--- config.mk ---
export PLATFORM = sky130hd
export DESIGN_NAME = sql_token_scanner_flat
export DESIGN_NICKNAME = d
export VERILOG_FILES = /design/src/rtl/sts_pkg.sv /design/src/rtl/sts_if.sv /design/src/rtl/sql_token_scanner.sv /design/src/rtl/sts_front.sv /design/src/rtl/sts_queue.sv /design/src/rtl/sts_back.sv /design/src/flat_wrapper.sv
export SDC_FILE = /design/constraint.sdc
export NUM_CORES = 1
export LEC_CHECK = 0
export CAP_MARGIN = 0
export CORE_MARGIN = 2
export CORE_UTILIZATION = 48
export DETAILED_ROUTE_END_ITERATION = 8
export DONT_BUFFER_PORTS = 1
export HOLD_SLACK_MARGIN = 0.08
export SYNTH_ARGS = -nofsm -noshare
export SYNTH_HDL_FRONTEND = slang
export SYNTH_SLANG_ARGS = --single-unit
--- constraint.sdc ---
create_clock -name clk_i -period 4.3 [get_ports clk_i]
set_clock_uncertainty 0.1 [all_clocks]
set_input_delay 0.43 -clock clk_i [delete_from_list [all_inputs] [get_ports clk_i]]
set_output_delay 0.43 -clock clk_i [all_outputs]
set_load 0.005 [all_outputs]
--- src/rtl/sts_pkg.sv ---
`default_nettype none

package sts_pkg;

  // default sizes
  localparam int TEXT_BYTES_DEF  = 256;
  localparam int OFFSET_BITS_DEF = 16;

  // token queue between front and back
  localparam int QUEUE_DEPTH = 4;

  // token kinds
  localparam logic [5:0] KIND_END        = 6'd0;
  localparam logic [5:0] KIND_IDENT      = 6'd1;
  localparam logic [5:0] KIND_NUMBER     = 6'd2;
  localparam logic [5:0] KIND_STRING     = 6'd3;
  localparam logic [5:0] KIND_UNKNOWN    = 6'd4;
  localparam logic [5:0] KIND_PUNCT_BASE = 6'd5;
  localparam logic [5:0] KIND_GE         = 6'd13;
  localparam logic [5:0] KIND_LE         = 6'd14;
  localparam logic [5:0] KIND_NE         = 6'd15;
  localparam logic [5:0] KIND_ET         = 6'd16;
  localparam logic [5:0] KIND_GT         = 6'd17;
  localparam logic [5:0] KIND_LT         = 6'd18;
  localparam logic [5:0] KIND_KW_BASE    = 6'd19;

  // character codes
  localparam logic [7:0] CH_NUL   = 8'h00;
  localparam logic [7:0] CH_SPACE = 8'h20;
  localparam logic [7:0] CH_BANG  = 8'h21;
  localparam logic [7:0] CH_QUOTE = 8'h27;
  localparam logic [7:0] CH_DOT   = 8'h2e;
  localparam logic [7:0] CH_LT    = 8'h3c;
  localparam logic [7:0] CH_EQ    = 8'h3d;
  localparam logic [7:0] CH_GT    = 8'h3e;
  localparam logic [7:0] CH_UNDER = 8'h5f;

  localparam logic [7:0] PUNCT_CHARS [8] = '{
    8'h2c, 8'h3b, 8'h28, 8'h29, 8'h2b, 8'h2d, 8'h2a, 8'h2f
  };

  // keyword table, text right-justified, last char in the low byte
  localparam int NUM_KW = 22;
  localparam logic [63:0] KW_TEXT [NUM_KW] = '{
    "CREATE", "DROP", "DELETE", "TRUNCATE", "UPDATE", "ALTER", "SELECT",
    "INSERT", "DATABASE", "TABLE", "FROM", "WHERE", "AND", "OR", "NOT",
    "BETWEEN", "LIKE", "IN", "IS", "NULL", "INTO", "VALUES"
  };
  localparam logic [3:0] KW_LEN [NUM_KW] = '{
    4'd6, 4'd4, 4'd6, 4'd8, 4'd6, 4'd5, 4'd6, 4'd6, 4'd8, 4'd5, 4'd4,
    4'd5, 4'd3, 4'd2, 4'd3, 4'd7, 4'd4, 4'd2, 4'd2, 4'd4, 4'd4, 4'd6
  };

  typedef enum logic [2:0] {
    MODE_IDLE,
    MODE_IDENT,
    MODE_NUMBER,
    MODE_STRING,
    MODE_HELD
  } mode_e;

  typedef enum logic [1:0] {
    HELD_GT,
    HELD_LT,
    HELD_BANG
  } held_e;

  typedef struct packed {
    logic [5:0]  kind;
    logic [15:0] start;
    logic [7:0]  length;
  } token_t;

  // tokens caused by one input byte: one, or two when pair is set
  typedef struct packed {
    logic   pair;
    token_t first;
    token_t second;
  } group_t;

  function automatic logic is_digit(input logic [7:0] c);
    return c inside {[8'h30:8'h39]};
  endfunction

  function automatic logic is_alpha(input logic [7:0] c);
    return c inside {[8'h41:8'h5a], [8'h61:8'h7a]};
  endfunction

  function automatic logic is_space(input logic [7:0] c);
    return c inside {[8'h09:8'h0d], CH_SPACE};
  endfunction

  function automatic logic [5:0] punct_kind(input logic [7:0] c);
    logic [5:0] res;
    res = KIND_UNKNOWN;
    for (int i = 0; i < 8; i++) begin
      if (PUNCT_CHARS[i] == c) res = KIND_PUNCT_BASE + 6'(i);
    end
    return res;
  endfunction

  // drop keywords whose char at position p differs from c
  function automatic logic [NUM_KW-1:0] kw_filter(input logic [NUM_KW-1:0] cand,
                                                  input logic [7:0] c,
                                                  input logic p_small,
                                                  input logic [2:0] p_lo);
    logic [NUM_KW-1:0] res;
    logic [7:0]        u;
    logic [3:0]        idx;
    res = cand;
    u   = (c inside {[8'h61:8'h7a]}) ? c - 8'd32 : c;
    for (int k = 0; k < NUM_KW; k++) begin
      idx = KW_LEN[k] - 4'd1 - {1'b0, p_lo};
      if (!p_small || {1'b0, p_lo} >= KW_LEN[k] ||
          KW_TEXT[k][{idx[2:0], 3'b000} +: 8] != u) begin
        res[k] = 1'b0;
      end
    end
    return res;
  endfunction

  // first surviving keyword of the run length, else identifier
  function automatic logic [5:0] kw_kind(input logic [NUM_KW-1:0] cand,
                                         input logic l_fit,
                                         input logic [3:0] l_lo);
    logic [5:0] res;
    res = KIND_IDENT;
    for (int k = NUM_KW - 1; k >= 0; k--) begin
      if (cand[k] && l_fit && KW_LEN[k] == l_lo) res = KIND_KW_BASE + 6'(k);
    end
    return res;
  endfunction

endpackage

`default_nettype wire

--- src/rtl/sts_if.sv ---
`default_nettype none

// statement byte channel
interface sts_in_if;
  logic       valid;
  logic       ready;
  logic [7:0] char_code;

  modport source (output valid, output char_code, input ready);
  modport sink (input valid, input char_code, output ready);
endinterface

// token channel
interface sts_tok_if;
  logic        valid;
  logic        ready;
  logic [5:0]  token_kind;
  logic [15:0] token_start;
  logic [7:0]  token_length;
  logic        last_in_run;

  modport source (output valid, output token_kind, output token_start,
                  output token_length, output last_in_run, input ready);
  modport sink (input valid, input token_kind, input token_start,
                input token_length, input last_in_run, output ready);
endinterface

`default_nettype wire

--- src/rtl/sql_token_scanner.sv ---
`default_nettype none

// channel  | dir | beat                                         | taken when
// in_i     | in  | char_code, one statement byte (0 ends it)    | valid && ready
// tok_o    | out | token_kind, token_start, token_length, last  | valid && ready
//
// one byte is taken per cycle while the token queue has room; a byte gives
// zero, one or two tokens, and the back end sends one token per cycle while
// the sink is ready, so a byte that closes a run and emits its own token gives
// two tokens in turn. a byte's first token is written to the queue as the byte
// is taken, then to the output register when that is free or draining.
// reset is asynchronous, active low, and leaves the scanner between tokens.
// a stalled token sink backs up into the queue and then drops in_i ready.

module sql_token_scanner #(
  parameter int TEXT_BYTES  = sts_pkg::TEXT_BYTES_DEF,
  parameter int OFFSET_BITS = sts_pkg::OFFSET_BITS_DEF
) (
  input  wire logic  clk_i,
  input  wire logic  rst_ni,
  sts_in_if.sink     in_i,
  sts_tok_if.source  tok_o
);
  import sts_pkg::*;

  logic   full, empty, push, pop;
  group_t push_group, head;

  // byte classification and run tracking
  sts_front #(
    .TEXT_BYTES  (TEXT_BYTES),
    .OFFSET_BITS (OFFSET_BITS)
  ) u_front (
    .clk_i        (clk_i),
    .rst_ni       (rst_ni),
    .in_valid_i   (in_i.valid),
    .char_code_i  (in_i.char_code),
    .in_ready_o   (in_i.ready),
    .full_i       (full),
    .push_o       (push),
    .push_group_o (push_group)
  );

  // token groups between front and back
  sts_queue u_queue (
    .clk_i        (clk_i),
    .rst_ni       (rst_ni),
    .push_i       (push),
    .push_group_i (push_group),
    .full_o       (full),
    .pop_i        (pop),
    .head_o       (head),
    .empty_o      (empty)
  );

  // token output
  sts_back u_back (
    .clk_i          (clk_i),
    .rst_ni         (rst_ni),
    .head_i         (head),
    .empty_i        (empty),
    .pop_o          (pop),
    .tok_valid_o    (tok_o.valid),
    .tok_ready_i    (tok_o.ready),
    .token_kind_o   (tok_o.token_kind),
    .token_start_o  (tok_o.token_start),
    .token_length_o (tok_o.token_length),
    .last_in_run_o  (tok_o.last_in_run)
  );

endmodule

`default_nettype wire

--- src/rtl/sts_front.sv ---
`default_nettype none

module sts_front #(
  parameter int TEXT_BYTES  = sts_pkg::TEXT_BYTES_DEF,
  parameter int OFFSET_BITS = sts_pkg::OFFSET_BITS_DEF
) (
  input  wire logic            clk_i,
  input  wire logic            rst_ni,
  input  wire logic            in_valid_i,
  input  wire logic [7:0]      char_code_i,
  output logic                 in_ready_o,
  input  wire logic            full_i,
  output logic                 push_o,
  output sts_pkg::group_t      push_group_o
);
  import sts_pkg::*;

  localparam int LEN_W = $clog2(TEXT_BYTES);
  localparam logic [LEN_W-1:0] LEN_MAX = LEN_W'(TEXT_BYTES - 1);

  mode_e                  mode_q, mode_d;
  held_e                  held_q, held_d;
  logic                   dot_q, dot_d;
  logic [NUM_KW-1:0]      cand_q, cand_d;
  logic [OFFSET_BITS-1:0] start_q, start_d;
  logic [LEN_W-1:0]       len_q, len_d;
  logic [OFFSET_BITS-1:0] off_q, off_d;

  logic             accept;
  logic [7:0]       c;
  logic             cont;
  logic             consumed;
  logic             tok_a_valid, tok_b_valid;
  token_t           tok_a, tok_b;
  logic [LEN_W-1:0] len_inc;
  logic [OFFSET_BITS-1:0] off_inc;
  logic             p_small;
  logic             l_fit;
  logic             fresh_run;

  assign c          = char_code_i;
  assign in_ready_o = !full_i;
  assign accept     = in_valid_i && in_ready_o;

  assign len_inc = (len_q < LEN_MAX) ? len_q + 1'b1 : len_q;
  assign off_inc = (&off_q) ? off_q : off_q + 1'b1;
  assign p_small = len_q < LEN_W'(8);
  assign l_fit   = {1'b0, len_q} < (LEN_W+1)'(16);

  // does the byte extend the open run
  always_comb begin
    case (mode_q)
      MODE_STRING: cont = (c != CH_NUL) && (c != CH_QUOTE);
      MODE_IDENT:  cont = is_alpha(c) || is_digit(c) || (c == CH_UNDER);
      MODE_NUMBER: cont = is_digit(c) || ((c == CH_DOT) && !dot_q);
      default:     cont = 1'b0;
    endcase
  end

  assign consumed = cont || ((mode_q == MODE_STRING) && (c == CH_QUOTE)) ||
                    ((mode_q == MODE_HELD) && (c == CH_EQ));

  // bytes that open a run, or blanks, and emit no token of their own yet
  assign fresh_run = is_space(c) || (c == CH_GT) || (c == CH_LT) ||
                     (c == CH_BANG) || (c == CH_QUOTE) || is_digit(c) ||
                     is_alpha(c) || (c == CH_UNDER);

  // next state
  always_comb begin
    mode_d  = mode_q;
    held_d  = held_q;
    dot_d   = dot_q;
    cand_d  = cand_q;
    start_d = start_q;
    len_d   = len_q;
    off_d   = off_inc;
    if (mode_q != MODE_IDLE) begin
      if (cont) begin
        len_d = len_inc;
        if (mode_q == MODE_IDENT) cand_d = kw_filter(cand_q, c, p_small, len_q[2:0]);
        if (mode_q == MODE_NUMBER && c == CH_DOT) dot_d = 1'b1;
      end else begin
        mode_d = MODE_IDLE;
      end
    end
    if (!consumed) begin
      if (c == CH_NUL) begin
        mode_d  = MODE_IDLE;
        held_d  = HELD_GT;
        dot_d   = 1'b0;
        cand_d  = '1;
        start_d = '0;
        len_d   = '0;
        off_d   = '0;
      end else if (c == CH_GT || c == CH_LT || c == CH_BANG) begin
        mode_d  = MODE_HELD;
        held_d  = (c == CH_GT) ? HELD_GT : (c == CH_LT) ? HELD_LT : HELD_BANG;
        start_d = off_q;
      end else if (c == CH_QUOTE) begin
        mode_d  = MODE_STRING;
        start_d = off_inc;
        len_d   = '0;
      end else if (is_digit(c)) begin
        mode_d  = MODE_NUMBER;
        start_d = off_q;
        len_d   = LEN_W'(1);
        dot_d   = 1'b0;
      end else if (is_alpha(c) || c == CH_UNDER) begin
        mode_d  = MODE_IDENT;
        start_d = off_q;
        len_d   = LEN_W'(1);
        cand_d  = kw_filter('1, c, 1'b1, 3'd0);
      end
    end
  end

  // tokens caused by this byte
  always_comb begin
    tok_a.start  = 16'(start_q);
    tok_a.length = 8'(len_q);
    tok_a.kind   = KIND_STRING;
    tok_a_valid  = (mode_q != MODE_IDLE) && !cont;
    case (mode_q)
      MODE_STRING: tok_a.kind = KIND_STRING;
      MODE_IDENT:  tok_a.kind = kw_kind(cand_q, l_fit, len_q[3:0]);
      MODE_NUMBER: tok_a.kind = KIND_NUMBER;
      MODE_HELD: begin
        if (c == CH_EQ) begin
          tok_a.length = 8'd2;
          tok_a.kind   = (held_q == HELD_GT) ? KIND_GE :
                         (held_q == HELD_LT) ? KIND_LE : KIND_NE;
        end else begin
          tok_a.length = 8'd1;
          tok_a.kind   = (held_q == HELD_GT) ? KIND_GT :
                         (held_q == HELD_LT) ? KIND_LT : KIND_UNKNOWN;
        end
      end
      default: tok_a.kind = KIND_STRING;
    endcase

    tok_b.start  = 16'(off_q);
    tok_b_valid  = !consumed && !fresh_run;
    if (c == CH_NUL) begin
      tok_b.kind   = KIND_END;
      tok_b.length = 8'd0;
    end else if (c == CH_EQ) begin
      tok_b.kind   = KIND_ET;
      tok_b.length = 8'd1;
    end else begin
      tok_b.kind   = punct_kind(c);
      tok_b.length = 8'd1;
    end
  end

  // pack the beat's tokens for the queue
  assign push_o              = accept && (tok_a_valid || tok_b_valid);
  assign push_group_o.pair   = tok_a_valid && tok_b_valid;
  assign push_group_o.first  = tok_a_valid ? tok_a : tok_b;
  assign push_group_o.second = tok_b;

  // scanner state
  always_ff @(posedge clk_i or negedge rst_ni) begin
    if (!rst_ni) begin
      mode_q  <= MODE_IDLE;
      held_q  <= HELD_GT;
      dot_q   <= 1'b0;
      cand_q  <= '1;
      start_q <= '0;
      len_q   <= '0;
      off_q   <= '0;
    end else if (accept) begin
      mode_q  <= mode_d;
      held_q  <= held_d;
      dot_q   <= dot_d;
      cand_q  <= cand_d;
      start_q <= start_d;
      len_q   <= len_d;
      off_q   <= off_d;
    end
  end

endmodule

`default_nettype wire

--- src/rtl/sts_queue.sv ---
`default_nettype none

module sts_queue (
  input  wire logic       clk_i,
  input  wire logic       rst_ni,
  input  wire logic       push_i,
  input  sts_pkg::group_t push_group_i,
  output logic            full_o,
  input  wire logic       pop_i,
  output sts_pkg::group_t head_o,
  output logic            empty_o
);
  import sts_pkg::*;

  localparam int PTR_W = $clog2(QUEUE_DEPTH);
  localparam int CNT_W = PTR_W + 1;

  group_t           mem_q [QUEUE_DEPTH];
  logic [PTR_W-1:0] wr_q, wr_d;
  logic [PTR_W-1:0] rd_q, rd_d;
  logic [CNT_W-1:0] cnt_q, cnt_d;
  logic             do_push, do_pop;

  assign full_o  = cnt_q == CNT_W'(QUEUE_DEPTH);
  assign empty_o = cnt_q == '0;
  assign head_o  = mem_q[rd_q];
  assign do_push = push_i && !full_o;
  assign do_pop  = pop_i && !empty_o;

  // pointer and fill count update
  always_comb begin
    wr_d  = do_push ? wr_q + 1'b1 : wr_q;
    rd_d  = do_pop ? rd_q + 1'b1 : rd_q;
    cnt_d = cnt_q;
    if (do_push && !do_pop) cnt_d = cnt_q + 1'b1;
    if (!do_push && do_pop) cnt_d = cnt_q - 1'b1;
  end

  always_ff @(posedge clk_i or negedge rst_ni) begin
    if (!rst_ni) begin
      wr_q  <= '0;
      rd_q  <= '0;
      cnt_q <= '0;
    end else begin
      wr_q  <= wr_d;
      rd_q  <= rd_d;
      cnt_q <= cnt_d;
    end
  end

  // storage
  always_ff @(posedge clk_i) begin
    if (do_push) mem_q[wr_q] <= push_group_i;
  end

endmodule

`default_nettype wire

--- src/rtl/sts_back.sv ---
`default_nettype none

module sts_back (
  input  wire logic       clk_i,
  input  wire logic       rst_ni,
  input  sts_pkg::group_t head_i,
  input  wire logic       empty_i,
  output logic            pop_o,
  output logic            tok_valid_o,
  input  wire logic       tok_ready_i,
  output logic [5:0]      token_kind_o,
  output logic [15:0]     token_start_o,
  output logic [7:0]      token_length_o,
  output logic            last_in_run_o
);
  import sts_pkg::*;

  logic   out_valid_q, out_valid_d;
  token_t out_tok_q, out_tok_d;
  logic   out_last_q, out_last_d;
  logic   sel_q, sel_d;
  logic   load;

  // output register free or being drained this cycle
  assign load = !out_valid_q || tok_ready_i;

  // pick the next token of the head group
  always_comb begin
    out_valid_d = out_valid_q;
    out_tok_d   = out_tok_q;
    out_last_d  = out_last_q;
    sel_d       = sel_q;
    pop_o       = 1'b0;
    if (load) begin
      out_valid_d = !empty_i;
      out_tok_d   = sel_q ? head_i.second : head_i.first;
      out_last_d  = sel_q || !head_i.pair;
      if (!empty_i) begin
        pop_o = out_last_d;
        sel_d = !out_last_d;
      end
    end
  end

  always_ff @(posedge clk_i or negedge rst_ni) begin
    if (!rst_ni) begin
      out_valid_q <= 1'b0;
      sel_q       <= 1'b0;
    end else begin
      out_valid_q <= out_valid_d;
      sel_q       <= sel_d;
    end
  end

  // token payload
  always_ff @(posedge clk_i) begin
    out_tok_q  <= out_tok_d;
    out_last_q <= out_last_d;
  end

  assign tok_valid_o    = out_valid_q;
  assign token_kind_o   = out_tok_q.kind;
  assign token_start_o  = out_tok_q.start;
  assign token_length_o = out_tok_q.length;
  assign last_in_run_o  = out_last_q;

endmodule

`default_nettype wire

--- src/flat_wrapper.sv ---
// flat-port wrapper written by rule: the top's interface ports become plain ports
module sql_token_scanner_flat import sts_pkg::*;
#(
  parameter int TEXT_BYTES  = sts_pkg::TEXT_BYTES_DEF,
  parameter int OFFSET_BITS = sts_pkg::OFFSET_BITS_DEF
)
  (clk_i, rst_ni, in_i_valid, in_i_char_code, in_i_ready, tok_o_valid, tok_o_token_kind, tok_o_token_start, tok_o_token_length, tok_o_last_in_run, tok_o_ready);
  sts_in_if in_i_i ();
  sts_tok_if tok_o_i ();
  input  wire logic clk_i;
  input  wire logic rst_ni;
  input wire logic [$bits(in_i_i.valid)-1:0] in_i_valid;
  input wire logic [$bits(in_i_i.char_code)-1:0] in_i_char_code;
  output wire logic [$bits(in_i_i.ready)-1:0] in_i_ready;
  output wire logic [$bits(tok_o_i.valid)-1:0] tok_o_valid;
  output wire logic [$bits(tok_o_i.token_kind)-1:0] tok_o_token_kind;
  output wire logic [$bits(tok_o_i.token_start)-1:0] tok_o_token_start;
  output wire logic [$bits(tok_o_i.token_length)-1:0] tok_o_token_length;
  output wire logic [$bits(tok_o_i.last_in_run)-1:0] tok_o_last_in_run;
  input wire logic [$bits(tok_o_i.ready)-1:0] tok_o_ready;
  assign in_i_i.valid = in_i_valid;
  assign in_i_i.char_code = in_i_char_code;
  assign in_i_ready = in_i_i.ready;
  assign tok_o_valid = tok_o_i.valid;
  assign tok_o_token_kind = tok_o_i.token_kind;
  assign tok_o_token_start = tok_o_i.token_start;
  assign tok_o_token_length = tok_o_i.token_length;
  assign tok_o_last_in_run = tok_o_i.last_in_run;
  assign tok_o_i.ready = tok_o_ready;
  sql_token_scanner #(.TEXT_BYTES(TEXT_BYTES), .OFFSET_BITS(OFFSET_BITS)) u_core (.clk_i(clk_i), .rst_ni(rst_ni), .in_i(in_i_i), .tok_o(tok_o_i));
endmodule
# Word-level counts from Yosys, hierarchy flattened

Memories as Yosys holds them, arrays and structs flattened.
Cells that the tools add are included.

$add $sub $neg: 14
$lt $le $gt $ge: 17
Eq/ne operators: 66
Shift operators: 22
Multiplexer cells: 133
Bitwise gates (word level): 2
Reduce and logical (&&, ||, !) cells: 134

Operators by type and width:

| kind                      | count |
|---|---|
| $shiftx A64 B7 Y8 const A | 22 |
| $mux W22                  | 9 |
| $mux W6                   | 31 |
| $ne A8 B8 Y1              | 22 |
| $mux W16                  | 8 |
| $ne A7 B8 Y1 const A      | 14 |
| $mux W8                   | 11 |
| $eq A6 B8 Y1 const A      | 8 |
| $logic_and A1 B1 Y1       | 62 |
| $mux W30                  | 2 |
| $eq A8 B6 Y1 const B      | 7 |
| $mux W1                   | 51 |
| $logic_or A1 B1 Y1        | 46 |
| $mux W3                   | 10 |
| $pmux W6 S3               | 1 |
| $add A16 B1 Y16 const B   | 1 |
| $eq A3 B4 Y1 const A      | 4 |
| $ge A8 B7 Y1 const B      | 2 |
| $le A8 B7 Y1 const B      | 2 |
| $reduce_and A16 Y1        | 1 |
| $mux W5                   | 3 |
| $ge A3 B3 Y1 const B      | 4 |
| $logic_not A1 Y1          | 12 |
| $mux W2                   | 6 |
| other kinds (35)          | 49 |

Register bits after elaboration: 108
Bits in writable memories: 216
Input port bits: 12
Word-level logic and storage cells: 405
Memories kept: 1

Memory list:

| memory               | depth | width | read ports | clocked after Yosys merged registers in | write ports | line            | text |
|---|---|---|---|---|---|---|---|
| u_core.u_queue.mem_q | 4     | 54    | 1          | 0                                       | 1           | sts_queue.sv:18 | `group_t mem_q [QUEUE_DEPTH];` |

# Depth between registers and ports, before layout

Depth after elaboration: 27
Depth in mapped cells: 17

# Hierarchy

Synthesis repeated with hierarchy kept, for this count alone.

Cell total of the unflattened synthesis: 1442
Area, all modules: 18076.1 µm²

Modules (own cells, without submodules):

| module    | instances | cells each | area each (µm²) | seq. area each (µm²) |
|---|---|---|---|---|
| sts_queue | 1         | 357        | 9213.8          | 7502.2 |
| sts_front | 1         | 1012       | 7462.2          | 1729.2 |
| sts_back  | 1         | 73         | 1400.1          | 980.9 |

# Worst setup path after synthesis

Ideal clock, no wire load.

Path type: input to register
Start point: in in_i_char_code[2]
End point: mem u_core.u_queue.mem_q[0][0] (netlist name), enable pin
Arrival: 3.689 ns
Path slack: 0.095 ns
Stages: 9
Buffers on the path: 2
Cell sequence: buf_2 -> or4_4 -> a211oi_4 -> o221a_4 -> and3_1 -> buf_6 -> nand4_4 -> a21oi_4 -> and2_1

Word-level cells in the longest chain between the ends: 17
Elaborated cells on any way between the ends: 51
Those cells by class: order compare (8); eq/ne (9); mux (3); reduce/logical (31)

RTL lines:

| what                                                | line               | text |
|---|---|---|
| from (decl)                                         | flat_wrapper.sv:13 | `input wire logic [$bits(in_i_i.char_code)-1:0] in_i_char_code;` |
| $ge A8 B4 Y1 / $le A8 B4 Y1 (equally long branches) | sts_pkg.sv:90      | `return c inside {[8'h09:8'h0d], CH_SPACE};` |
| $logic_and A1 B1 Y1                                 | sts_pkg.sv:90      |  |
| $reduce_bool A2 Y1                                  | sts_pkg.sv:90      |  |
| $logic_or A1 B1 Y1 (3 in series)                    | sts_front.sv:64    | `assign fresh_run = is_space(c) \|\| (c == CH_GT) \|\| (c == CH_LT) \|\|` |
| $logic_or A1 B1 Y1 (3 in series)                    | sts_front.sv:65    | `(c == CH_BANG) \|\| (c == CH_QUOTE) \|\| is_digit(c) \|\|` |
| $logic_or A1 B1 Y1                                  | sts_front.sv:66    | `is_alpha(c) \|\| (c == CH_UNDER);` |
| $logic_not A1 Y1                                    | sts_front.sv:142   | `tok_b_valid = !consumed && !fresh_run;` |
| $logic_and A1 B1 Y1                                 | sts_front.sv:142   |  |
| $logic_or A1 B1 Y1 (*)                              | sts_front.sv:156   | `assign push_o = accept && (tok_a_valid \|\| tok_b_valid);` |
| $logic_and A1 B1 Y1 (*)                             | sts_front.sv:156   |  |
| $logic_and A1 B1 Y1 (*)                             | sts_queue.sv:27    | `assign do_push = push_i && !full_o;` |
| $mux W1 (*)                                         | sts_queue.sv:53    | `if (do_push) mem_q[wr_q] <= push_group_i;` |
| $mux W1 (not written as such) (*)                   | sts_queue.sv:53    |  |
| to (decl)                                           | sts_queue.sv:18    |  |

Every way passes the cells marked *; elsewhere a longest branch is shown, timed or not.

# Final worst setup path

Start point: reg u_core.u_front.mode_q[0]
End point: reg u_core.u_queue.cnt_q[2]

Word-level cells in the longest chain between the ends: 12
Elaborated cells on any way between the ends: 22
Those cells by class: eq/ne (4); mux (2); reduce/logical (16)

RTL lines:

| what                                                      | line                             | text |
|---|---|---|
| from (decl)                                               | sts_front.sv:21                  | `mode_e mode_q, mode_d;` |
| from (signal assigned)                                    | sts_front.sv:172                 | `mode_q <= mode_d;` |
| $eq A3 B2 Y1 (tied with other cells)                      | sts_front.sv:52                  | `case (mode_q)` |
| $pmux W1 S3 / $logic_and A1 B1 Y1 (equally long branches) | sts_front.sv:52, sts_front.sv:60 |  |
| $logic_or A1 B1 Y1 (2 in series)                          | sts_front.sv:60                  | `assign consumed = cont \|\| ((mode_q == MODE_STRING) && (c == CH_QUOTE)) \|\|` |
| $logic_not A1 Y1                                          | sts_front.sv:142                 |  |
| $logic_and A1 B1 Y1                                       | sts_front.sv:142                 |  |
| $logic_or A1 B1 Y1 (*)                                    | sts_front.sv:156                 |  |
| $logic_and A1 B1 Y1 (*)                                   | sts_front.sv:156                 |  |
| $logic_and A1 B1 Y1 (*)                                   | sts_queue.sv:27                  |  |
| $logic_not A1 Y1                                          | sts_queue.sv:36                  | `if (!do_push && do_pop) cnt_d = cnt_q - 1'b1;` |
| $logic_and A1 B1 Y1                                       | sts_queue.sv:36                  |  |
| $mux W3 / $reduce_bool A2 Y1 (equally long branches)      | -                                |  |
| to (signal assigned)                                      | sts_queue.sv:47                  | `cnt_q <= cnt_d;` |
| to (decl)                                                 | sts_queue.sv:21                  | `logic [CNT_W-1:0] cnt_q, cnt_d;` |

Marked as above.
A chain may end at the register's enable or synchronous reset.

==> impl_metrics.csv <==
group,metric,value,unit
status,status,"completed",
drt,via_per_inst,6.30,
clocking,clk_pin_slew,0.06,ns
run,maxCapViolCount,0,
place,pre_cts_ws,0.765,ns
yosys,synth_common_cells,"243 x edfxtp_1, 151 x nand2_1, 88 x o21ai_0, 83 x a21oi_1, 77 x nor2_1",
floorplan,core-area,0.0346,mm²
yosys,syn-num-nets,1481,
timing,finalCritPeriodShare,79.7,%
yosys,synth_edf_count,243,
timing,fin_setup_tns,0,ns
power,power.leakage,6.47,nW
clocking,tritoncts,"built",
critical_path,worstPathRequired,4.64,ns
floorplan,dieHeight,192,µm
drt,dr.first_iter.drc_count,1166,
timing,finalHoldViolations,0,
critical_path,critPathArrivalTime,3.77,ns
floorplan,rows,68,
critical_path,setup.worst_path.class,"reg2reg",
yosys,synthCells,1439,
final_layout,drive_gt1_share,15.3,%
clocking,cts_made_buffers,36,
floorplan,dieWidth,192,µm
place,hpwl,30.9,mm
timing,slew_headroom,40.2,%
yosys,yosys.area.top_type,"edfxtp_1",
yosys,synth_cell_types,91,
timing,setup_ws,0.871,ns
power,vdd_ir_drop_max,0.350,mV
clocking,cts.root.buffer_cell,"clkbuf_16",
power,p_per_area,672,mW/mm²
yosys,async_flop_share,24.1,%
yosys,ys_seq_area_share,54.6,%
floorplan,ios,45,
clocking,clock-sinks,320,
clocking,clkLatencyLatePin,0.52,ns
grt,grt_pass1_vias,11400,
clocking,htreeDepth,2,
yosys,netlist_area,0.0169,mm²
timing,setup_viol,0,
timing,tightest_slew,0.874,ns
yosys,yosysMostFrequentCell,"edfxtp_1",
grt,grt_max_degree,78,
floorplan,die_area,0.0368,mm²
place,dp_cells,1837,
final_layout,syn2layout_area_growth,10.2,%
yosys,synth_top_area_share,43.1,%
timing,max_freq,0.292,GHz
drt,first_pass_iters,6,
drt,routed-via-count,12000,
final_layout,fin_nets,1464,
grt,grt-ovfl-total,0,
drt,ant_nets,0,
critical_path,worst_setup_path_end_kind,"flip-flop",
yosys,syn_area_per_cell,11.8,µm²
final_layout,diodes,0,
grt,grt_first_pass_wirelength,70.1,mm
floorplan,start_util,48.9,%
place,io_buffers,0,
grt,grtUsageTotal,25.3,%
timing,timing.hold.ws,0.140,ns
yosys,yosysWarnings,0,
drt,wl_per_cell,23.8,µm
yosys,ys_ff_latch,320,
drt,drt_wl_total,45.3,mm
timing,rsz0062_at_grt,"false",
place,gp_congestion,0.955,
yosys,ys.flop_type,"edfxtp_1",
grt,antenna_found_initial,0,
clocking,cts_buffer_depth,3,
worst_hold_path,min_path_type,"in2reg",
critical_path,crit_path_start_kind,"flip-flop",
final_layout,nFillCells,2938,
final_layout,fin_cells,1904,
yosys,synth_area_leaders,"edfxtp_1 43%, dfrtp_1 8.1%, mux4_2 7.1%, dfstp_2 3.4%, nand2_1 3.3%",
drt,drcViolationCount,0,
timing,slew_violations,0,
timing,fin_crit,3.43,ns
clocking,cts_setup_buffers,0,
critical_path,critPathMaxFanout,7,
[state kept, by name, summed over array words and instances, names as in the netlist, 3 cells and up]
name                          cells
u_core.u_front.cand_q            22
u_core.u_front.start_q           16
u_core.u_queue.mem_q            212
u_core.u_front.off_q             16
u_core.u_front.len_q              8
u_core.u_queue.cnt_q              3
u_core.u_back.token_start_o      16
u_core.u_front.mode_q             3
u_core.u_back.token_length_o      8
u_core.u_back.token_kind_o        6
[stage by stage]
| step | instance area, µm² | power, mW | util (%) |
|---|---|---|---|
| 2_1_floorplan | 16900 | 8.23 | - |
| 3_3_place_gp | 17500 | 9.60 | 50.5 |
| 3_5_place_dp | 17500 | 9.65 | 50.5 |
| 4_1_cts | 18700 | 12.6 | 53.9 |
| 5_1_grt | 18700 | 13.2 | 53.9 |
| 6_report | 18700 | 12.5 | 53.9 |
[final timing paths]
kind | cells after the start | slack, ns | end | startpoint
hold reg to reg | 2 | 0.39 | u_core.u_front.cand_q[15] | u_core.u_front.cand_q[15]
setup reg to reg | 13 | 0.87 | u_core.u_queue.cnt_q[2] | u_core.u_front.mode_q[0]
setup / recovery | 13 | 0.87 | u_core.u_queue.cnt_q[2] | u_core.u_front.mode_q[0]
hold / removal | 3 | 0.14 | u_core.u_front.held_q[0] | in_i_char_code[0]
min in group asynchronous | 2 | 0.36 | u_core.u_back.sel_q | rst_ni
max in group asynchronous | 2 | 3.35 | u_core.u_front.off_q[11] | rst_ni
[final cells by class]
| type | count | area, µm² | area share (%) |
|---|---|---|---|
| Clock buffer | 45 | 935 | 5.01 |
| Multi-Input combinational cell | 992 | 7190 | 38.5 |
| Timing Repair Buffer | 46 | 418 | 2.24 |
| Sequential cell | 320 | 9260 | 49.6 |
| Tap cell | 455 | 569 | 3.05 |
| Clock inverter | 20 | 186 | 1.00 |
| Inverter | 26 | 97.6 | 0.523 |
[placed cells by master, fill, tap and decap left out, drive strengths merged, types with 8 or more instances in the layout]
cell    count
edfxtp    243
nand2     152
o21ai      89
a21oi      84
nor2       77
dfrtp      55
mux4       53
buf        45
clkbuf     45
nand3      44
xnor2      34
nor3       34
nor2b      29
a31oi      29
ha         29
xor2       26
mux2       24
inv        24
dfstp      22
nand2b     20
and2       19
o211ai     18
and3       17
nand4      17
clkinv     17
o31ai      16
o21a       13
nor4       12
a21o       11
o311ai     10
o22ai       9
a211oi      9
a41oi       8
[worst max-delay path: stages (launching register included)]
cell and delay [ns]:
dfrtp_1 0.46, nor2b_1 0.29, nor2b_1 0.52, o221ai_2 0.32, and2_1 0.26, nand2b_1 0.14
a21oi_4 0.10, inv_1 0.08, ha_1 0.18, inv_1 0.07, fa_1 0.42, xor2_1 0.15
nor2_1 0.11, xor2_1 0.14
[timing repair]
item | 4_1_cts | 5_1_grt
resized for setup | 0 | 0
hold buffers | 2 | 0
endpoints found under the hold margin | 77 | 0
[report_power, final]
group          switching, mW  internal, mW
logic                   2.72          1.87
clock network           1.19          1.73
registers              0.534          4.50
[cells by family after synthesis]
kind of cell / synth area share, %
DFF: 54.6
muxes: 9.06
adders and majority gates: 2.26
xor gates and xnor gates: 3.10
buffers and inverters: 3.03
AOI/OAI and AO/OA: 14.4
and+or+nand+nor: 13.5
[per-layer routing]
layer  routed length [µm]  vias up  global-route usage (%)  part of all wire (%)
li1                     -     5474                       -                     -
met1                19800     5893                    36.6                    44
met2                20500      525                    38.5                    45
met3                 3210      101                    3.65                   7.1
met4                 1790        0                    10.0                   4.0
met5                    0        -                       0                     0
No activity file was read; power rests on OpenSTA's default activity.
